$ cat src/hdl/mandel_pkg.sv
`timescale 1ns / 1ps
// ----------------------------------------------------------------------------
// mandel_pkg
// Shared types, constants, microprogram and arithmetic helpers for the
// Mandelbrot escape-time unit.
// ----------------------------------------------------------------------------
package mandel_pkg;

	// fixed point format and word widths
	localparam int WORD_W    = 32;
	localparam int STEP_W_B  = 31;
	localparam int ITER_W    = 16;
	localparam int PIX_W     = 10;
	localparam int MUL_W     = 33;
	localparam int PROD_W    = 64;
	localparam int FRAC_BITS = 28;

	// configuration port
	localparam int CFG_IDX_W  = 4;
	localparam int CFG_DATA_W = 32;

	localparam logic [CFG_IDX_W-1:0] CFG_ORIGIN_RE  = CFG_IDX_W'(0);
	localparam logic [CFG_IDX_W-1:0] CFG_ORIGIN_IM  = CFG_IDX_W'(1);
	localparam logic [CFG_IDX_W-1:0] CFG_PIXEL_STEP = CFG_IDX_W'(2);
	localparam logic [CFG_IDX_W-1:0] CFG_ITER_LIMIT = CFG_IDX_W'(3);

	// register reset values
	localparam logic signed [WORD_W-1:0] ORIGIN_RE_RST  = -32'sd536870912;
	localparam logic signed [WORD_W-1:0] ORIGIN_IM_RST  = -32'sd402653184;
	localparam logic [STEP_W_B-1:0]      PIXEL_STEP_RST = 31'd786432;
	localparam logic [ITER_W-1:0]        ITER_LIMIT_RST = 16'd256;

	// saturation limits and escape radius squared (4.0)
	localparam logic signed [PROD_W-1:0] WORD_MAX_L = 64'sh0000_0000_7FFF_FFFF;
	localparam logic signed [PROD_W-1:0] WORD_MIN_L = 64'shFFFF_FFFF_8000_0000;
	localparam logic [PROD_W-1:0]        ESC_BOUND  = 64'd4 << FRAC_BITS;

	// microprogram step addresses
	localparam int STEP_W = 3;
	localparam logic [STEP_W-1:0] STEP_FETCH     = 3'd0;
	localparam logic [STEP_W-1:0] STEP_MUL_PIXEL = 3'd1;
	localparam logic [STEP_W-1:0] STEP_FORM_C    = 3'd2;
	localparam logic [STEP_W-1:0] STEP_MUL_ORBIT = 3'd3;
	localparam logic [STEP_W-1:0] STEP_ITERATE   = 3'd4;
	localparam logic [STEP_W-1:0] STEP_EMIT      = 3'd5;

	typedef enum logic [1:0] {
		MUL_IDLE,
		MUL_PIXEL,
		MUL_ORBIT
	} mul_op_t;

	typedef enum logic [1:0] {
		ALU_IDLE,
		ALU_FORM_C,
		ALU_ITERATE
	} alu_op_t;

	typedef enum logic [2:0] {
		BR_NEXT,
		BR_JUMP,
		BR_WAIT_IN,
		BR_LOOP,
		BR_WAIT_OUT
	} br_t;

	// one control word of the microprogram
	typedef struct packed {
		mul_op_t           mul_op;
		alu_op_t           alu_op;
		br_t               br;
		logic [STEP_W-1:0] target;
	} ucode_t;

	// branch conditions seen by the sequencer
	typedef struct packed {
		logic in_fire;
		logic out_free;
		logic stop;
	} seq_cond_t;

	// control store
	function automatic ucode_t ucode_rom(input logic [STEP_W-1:0] step);
		ucode_t w;
		case (step)
			STEP_FETCH:     w = '{MUL_IDLE,  ALU_IDLE,    BR_WAIT_IN,  STEP_MUL_PIXEL};
			STEP_MUL_PIXEL: w = '{MUL_PIXEL, ALU_IDLE,    BR_NEXT,     STEP_FORM_C};
			STEP_FORM_C:    w = '{MUL_IDLE,  ALU_FORM_C,  BR_NEXT,     STEP_MUL_ORBIT};
			STEP_MUL_ORBIT: w = '{MUL_ORBIT, ALU_IDLE,    BR_NEXT,     STEP_ITERATE};
			STEP_ITERATE:   w = '{MUL_IDLE,  ALU_ITERATE, BR_LOOP,     STEP_MUL_ORBIT};
			STEP_EMIT:      w = '{MUL_IDLE,  ALU_IDLE,    BR_WAIT_OUT, STEP_FETCH};
			default:        w = '{MUL_IDLE,  ALU_IDLE,    BR_JUMP,     STEP_FETCH};
		endcase
		return w;
	endfunction

	// clamp a wide signed value to the signed word range
	function automatic logic signed [WORD_W-1:0] sat_word(input logic signed [PROD_W-1:0] v);
		logic signed [WORD_W-1:0] r;
		if (v > WORD_MAX_L) begin
			r = WORD_MAX_L[WORD_W-1:0];
		end else if (v < WORD_MIN_L) begin
			r = WORD_MIN_L[WORD_W-1:0];
		end else begin
			r = v[WORD_W-1:0];
		end
		return r;
	endfunction

endpackage

$ cat src/hdl/mandel_seq.sv
`timescale 1ns / 1ps
// ----------------------------------------------------------------------------
// mandel_seq
// Microcode sequencer: step counter, control store lookup and branching.
// ----------------------------------------------------------------------------
module mandel_seq (
	input  logic                 clk,
	input  logic                 arst_n,
	input  mandel_pkg::seq_cond_t cond,
	output mandel_pkg::ucode_t    ctrl,
	output logic [mandel_pkg::STEP_W-1:0] step
);
	import mandel_pkg::*;

	logic [STEP_W-1:0] pc_q;
	logic [STEP_W-1:0] pc_next;

	// current control word
	assign ctrl = ucode_rom(pc_q);
	assign step = pc_q;

	// next step selection
	always_comb begin
		case (ctrl.br)
			BR_NEXT:     pc_next = STEP_W'(pc_q + 1'b1);
			BR_JUMP:     pc_next = ctrl.target;
			BR_WAIT_IN:  pc_next = cond.in_fire ? ctrl.target : pc_q;
			BR_LOOP:     pc_next = cond.stop ? STEP_W'(pc_q + 1'b1) : ctrl.target;
			BR_WAIT_OUT: pc_next = cond.out_free ? ctrl.target : pc_q;
			default:     pc_next = STEP_FETCH;
		endcase
	end

	// step counter
	always_ff @(posedge clk or negedge arst_n) begin
		if (!arst_n) begin
			pc_q <= STEP_FETCH;
		end else begin
			pc_q <= pc_next;
		end
	end

endmodule

$ cat config.mk
export PLATFORM = sky130hd
export DESIGN_NAME = mandel_seq
export DESIGN_NICKNAME = d
export VERILOG_FILES = /design/src/hdl/mandel_pkg.sv /design/src/hdl/mandel_seq.sv
export SDC_FILE = /design/constraint.sdc
export NUM_CORES = 1
export LEC_CHECK = 0
export ABC_CLOCK_PERIOD_IN_PS = 2220
export BUFFER_PORTS_ARGS = -buffer_cell sky130_fd_sc_hd__buf_2
export CAP_MARGIN = 25
export CORE_AREA = 2 2 39 41
export CTS_BUF_LIST = sky130_fd_sc_hd__clkbuf_4 sky130_fd_sc_hd__clkbuf_8
export CTS_CLUSTER_SIZE = 12
export DETAILED_ROUTE_END_ITERATION = 8
export DIE_AREA = 0 0 41 43
export PLACE_DENSITY = 0.71
export SLEW_MARGIN = 10
export SYNTH_ARGS = -nofsm -noshare
export SYNTH_HDL_FRONTEND = slang
export SYNTH_SLANG_ARGS = --single-unit
$ cat constraint.sdc
create_clock -name clk -period 2.22 [get_ports clk]
set_input_delay 0.333 -clock clk [delete_from_list [all_inputs] [get_ports clk]]
set_output_delay 0.333 -clock clk [all_outputs]
set_load 0.005 [all_outputs]
==> impl_summary.md <==
Route
The final route contains between 500 and 600 vias. The remaining antenna violation count after routing is 0. After detailed routing, the total wire length is ~1200 microns. The number of iterations in the first detailed-routing pass is 4. The detail-routed net length per standard cell is ~12 microns. The vias per cell is about 5.3. The initial DRC count is 22. The post-route DRC violation count is 0.

Status
The run finished with clean final reports.

Power
The overall power consumption is 0.000924 W. The largest voltage drop on the vdd net is 0.359 mV. For this design the static power due to leakage is between 0.2 and 0.3 nW.

For this design the ratio of total power to cell area is 1490 nW/um^2.

Clocking
The source-to-sink clock delay at the later pin of the worst-skew pair is approximately 0.24 ns. The number of clock sinks seen by CTS is 3. The buffer cell driving the clock tree root is clkbuf_4. TritonCTS created 3 clock buffers.

After clock tree synthesis, the repair step resized 0 gates. TritonCTS built the clock tree. After clock tree synthesis, the setup repair step added 0 buffers. After clock tree synthesis, the clock-pin slew on the worst setup and hold paths is 0.04 ns. The number of buffers on the longest clock path is 2. The H-tree depth is 1. The count of hold-fix buffers inserted at cts is 1.

Cells and area
The area of all sequential standard cells is about 75 sq um. The number of flip-flops under the largest register name is 3. For this run, the share of the core covered by cells in the final layout is between 40% and 50%. The footprint of the multi-input gates is 364 sq um. The fill cell instance count of the final layout is 137. The area growth from synthesis to layout is 20.2%.

The number of nets in the layout is 95. In the final layout, the share of cells above drive strength 1 is 37.3%. The number of inserted diodes is 0.

Setup path
The kind of critical path is reg2out. The worst setup path is launched from a flip-flop. Among all stages on the critical path, the largest delay is contributed by dfrtp_1.

Along the worst path, the maximum fanout reaches 9. The worst setup path is captured at a primary output. The register-to-register setup slack is 0.39 ns. The worst reg2reg path depth is 6.

The delay of the slowest cell on the worst path is 0.50 ns. The capture instance of the worst register-to-register path is step[2]$_DFFE_PN0P_. The start of the worst register-to-register path is step[0]$_DFFE_PN0P_.

The most used cell along the critical path is nor2_1. The data arrival time of the worst path is approximately 1.7 ns. The most critical setup path has its startpoint at step[0]$_DFFE_PN0P_. At the worst endpoint, the required time is 1.89 ns. The critical path goes through inv_1, ha_1, nor2_1, nor2_1, buf_2.

GRT
Entering global routing, the biggest net connects 16 pins. The remaining global-route overflow is 0. The initial antenna violation count is 0.

Across every metal layer, demand over resource in global routing totals 15.3%. The via count of the first global-routing pass came to 472. The first global-routing pass estimated roughly 1900 microns of wire.

Timing
The worst setup slack after layout is 0.224 ns. After layout, the worst path uses 89.9% of the clock period. The shortest period the worst path allows is 2.00 ns. The final setup violation count is 0. The max-slew violation total from the final report is 0. Clock skew on the completed layout was measured at 0.00180 ns. The slew of the pin with the lowest slew margin is 0.426 ns.

The number of failing hold endpoints at the final stage is 0. Setup total negative slack on the finished layout was measured at 0 ns. Setup repair after global routing left no endpoint under its margin. Measured against its own limit, the worst slew margin works out to 71.6%. Based on the critical path, the design can be clocked at up to ~500 MHz.

Die
From left edge to right edge, the die measures 41 microns. Once the floorplan was initialized, standard cells occupied 37.2% of the core. The floorplan has 14 rows. The die covers 1760 sq um. The number of top-level pins is 18. The placeable core region is 1380 sq um.

The chip height is 43 microns.

Yosys
Synthesis produced a netlist with a net count of 76. The flip-flop and latch count after synthesis is 3. The sequential element share of the synthesized area is between 10% and 20%. The count of yosys warnings during synthesis is 0. The average cell area after synthesis is 7.91 sq um. The share of synthesized area in the top cell type comes to 14.6%.

The top cell type by total area after synthesis is dfrtp_1. The cell count after synthesis came out at between 60 and 70. Sorting the synthesized cells by area gives the leading types as dfrtp_1, ha_1, buf_6.

Synthesis instantiated 32 different standard cells from the library. In this run the cell area of the synthesized design comes to 514 sq um.

Hold path
The class of the tightest hold or removal check is in2reg. The startpoint identified for the worst hold timing path is cond[2]. The depth of the worst hold-timing path is 4. The worst hold path terminates at step[1]$_DFFE_PN0P_.

Place
The placement-stage worst setup slack is 0.428 ns. The detailed placer's ending HPWL is 909 microns. The weighted congestion reported at the end of routability-driven placement is 0.787. Input and output buffers added on the ports amount to 17.

Job
The max-cap check violation count is 0.
==> how the worst max path moves through the flow <==
| stage | endpoint | slack (ns) | cells past startpoint |
|---|---|---|---|
| 6_report | ctrl[3] | 0.22 | 5 |
| 5_1_grt | ctrl[3] | 0.11 | 5 |
| 4_1_cts | ctrl[0] | 0.23 | 5 |
| 3_5_place_dp | step[2]$_DFFE_PN0P_ | 0.43 | 6 |
| 3_3_place_gp | step[1]$_DFFE_PN0P_ | 0.46 | 6 |
| 2_1_floorplan | step[1]$_DFFE_PN0P_ | 0.66 | 7 |
==> through the flow <==
stage / cell area, sq um / hold WS [ns] / cells
final: 618 / 0.408 / 99
after floorplan: 514 / 0.0374 / 65
after detailed placement: 578 / 0.128 / 94
after CTS: 618 / 0.411 / 99
after global placement: 578 / 0.128 / 94
after global routing: 618 / 0.422 / 99
==> power by group <==
part	internal, W	total, W	leakage [nW]	switching (W)
Clock	0.0000799	0.000114	0.0184	0.0000338
Sequential	0.0000797	0.000123	0.0393	0.0000430
Combinational	0.000303	0.000687	0.239	0.000384
==> routing by layer <==
metal | wire, microns | track usage [%] | vias up
li1 | - | - | 267
met1 | 515 | 19.7 | 232
met2 | 596 | 24.4 | 24
met3 | 78 | 1.57 | 2
met4 | 12 | 6.67 | 0
met5 | 0 | 0 | -
==> critical path, delay by kind of cell (launching register included) <==
family / cells / cell delay [ns]
adders and majority gates: 1 / 0.34
DFF: 1 / 0.50
and+or+nand+nor: 2 / 0.26
buffers and inverters: 2 / 0.32
==> cells in the mapped netlist, drive strengths merged <==
master   n
a21boi   1
nor3b    1
o311ai   1
nand2    4
a211oi   1
inv      5
a21oi    7
nand3    2
and3     2
a22oi    2
buf      6
nor2b    1
dfrtp    3
nand2b   1
ha       6
o31a     1
o21ai    6
o2bb2ai  1
a31oi    2
o22ai    1
and2     1
nor2     5
nand4b   1
nand3b   1
nor3     2
o31ai    1
==> cell usage in the layout (no fill, tap or decap), drive strengths merged <==
cell and instances:
nand2b 1, inv 5, nor3b 1, a21boi 1, o2bb2ai 1, and2 1, nand3b 1, a21oi 7
nor2b 1, o31a 1, a211oi 1, clkbuf 4, buf 19, nand4b 1, o31ai 1, a31oi 2
nor2 5, o21ai 6, dfrtp 3, o22ai 1, ha 6, nand2 4, nand3 2, nor3 2
a22oi 2, dlygate4sd3 1, and3 2, o311ai 1
==> layout make-up <==
cell class,instances,area share (%)
multi-input combinational,51,58.9
sequential,3,12.1
clock buffer,4,4.86
tap,16,3.24
timing repair buffer,20,17.8
inverter,5,3.04
==> logic make-up after synthesis <==
family	synth area share, %
flip-flops	14.6
buffers and inverters	14.6
adder cells (fa/ha/maj)	14.6
AO/OA/AOI/OAI	33.1
AND/OR/NAND/NOR	23.1
No activity file was read; power rests on OpenSTA's default activity.
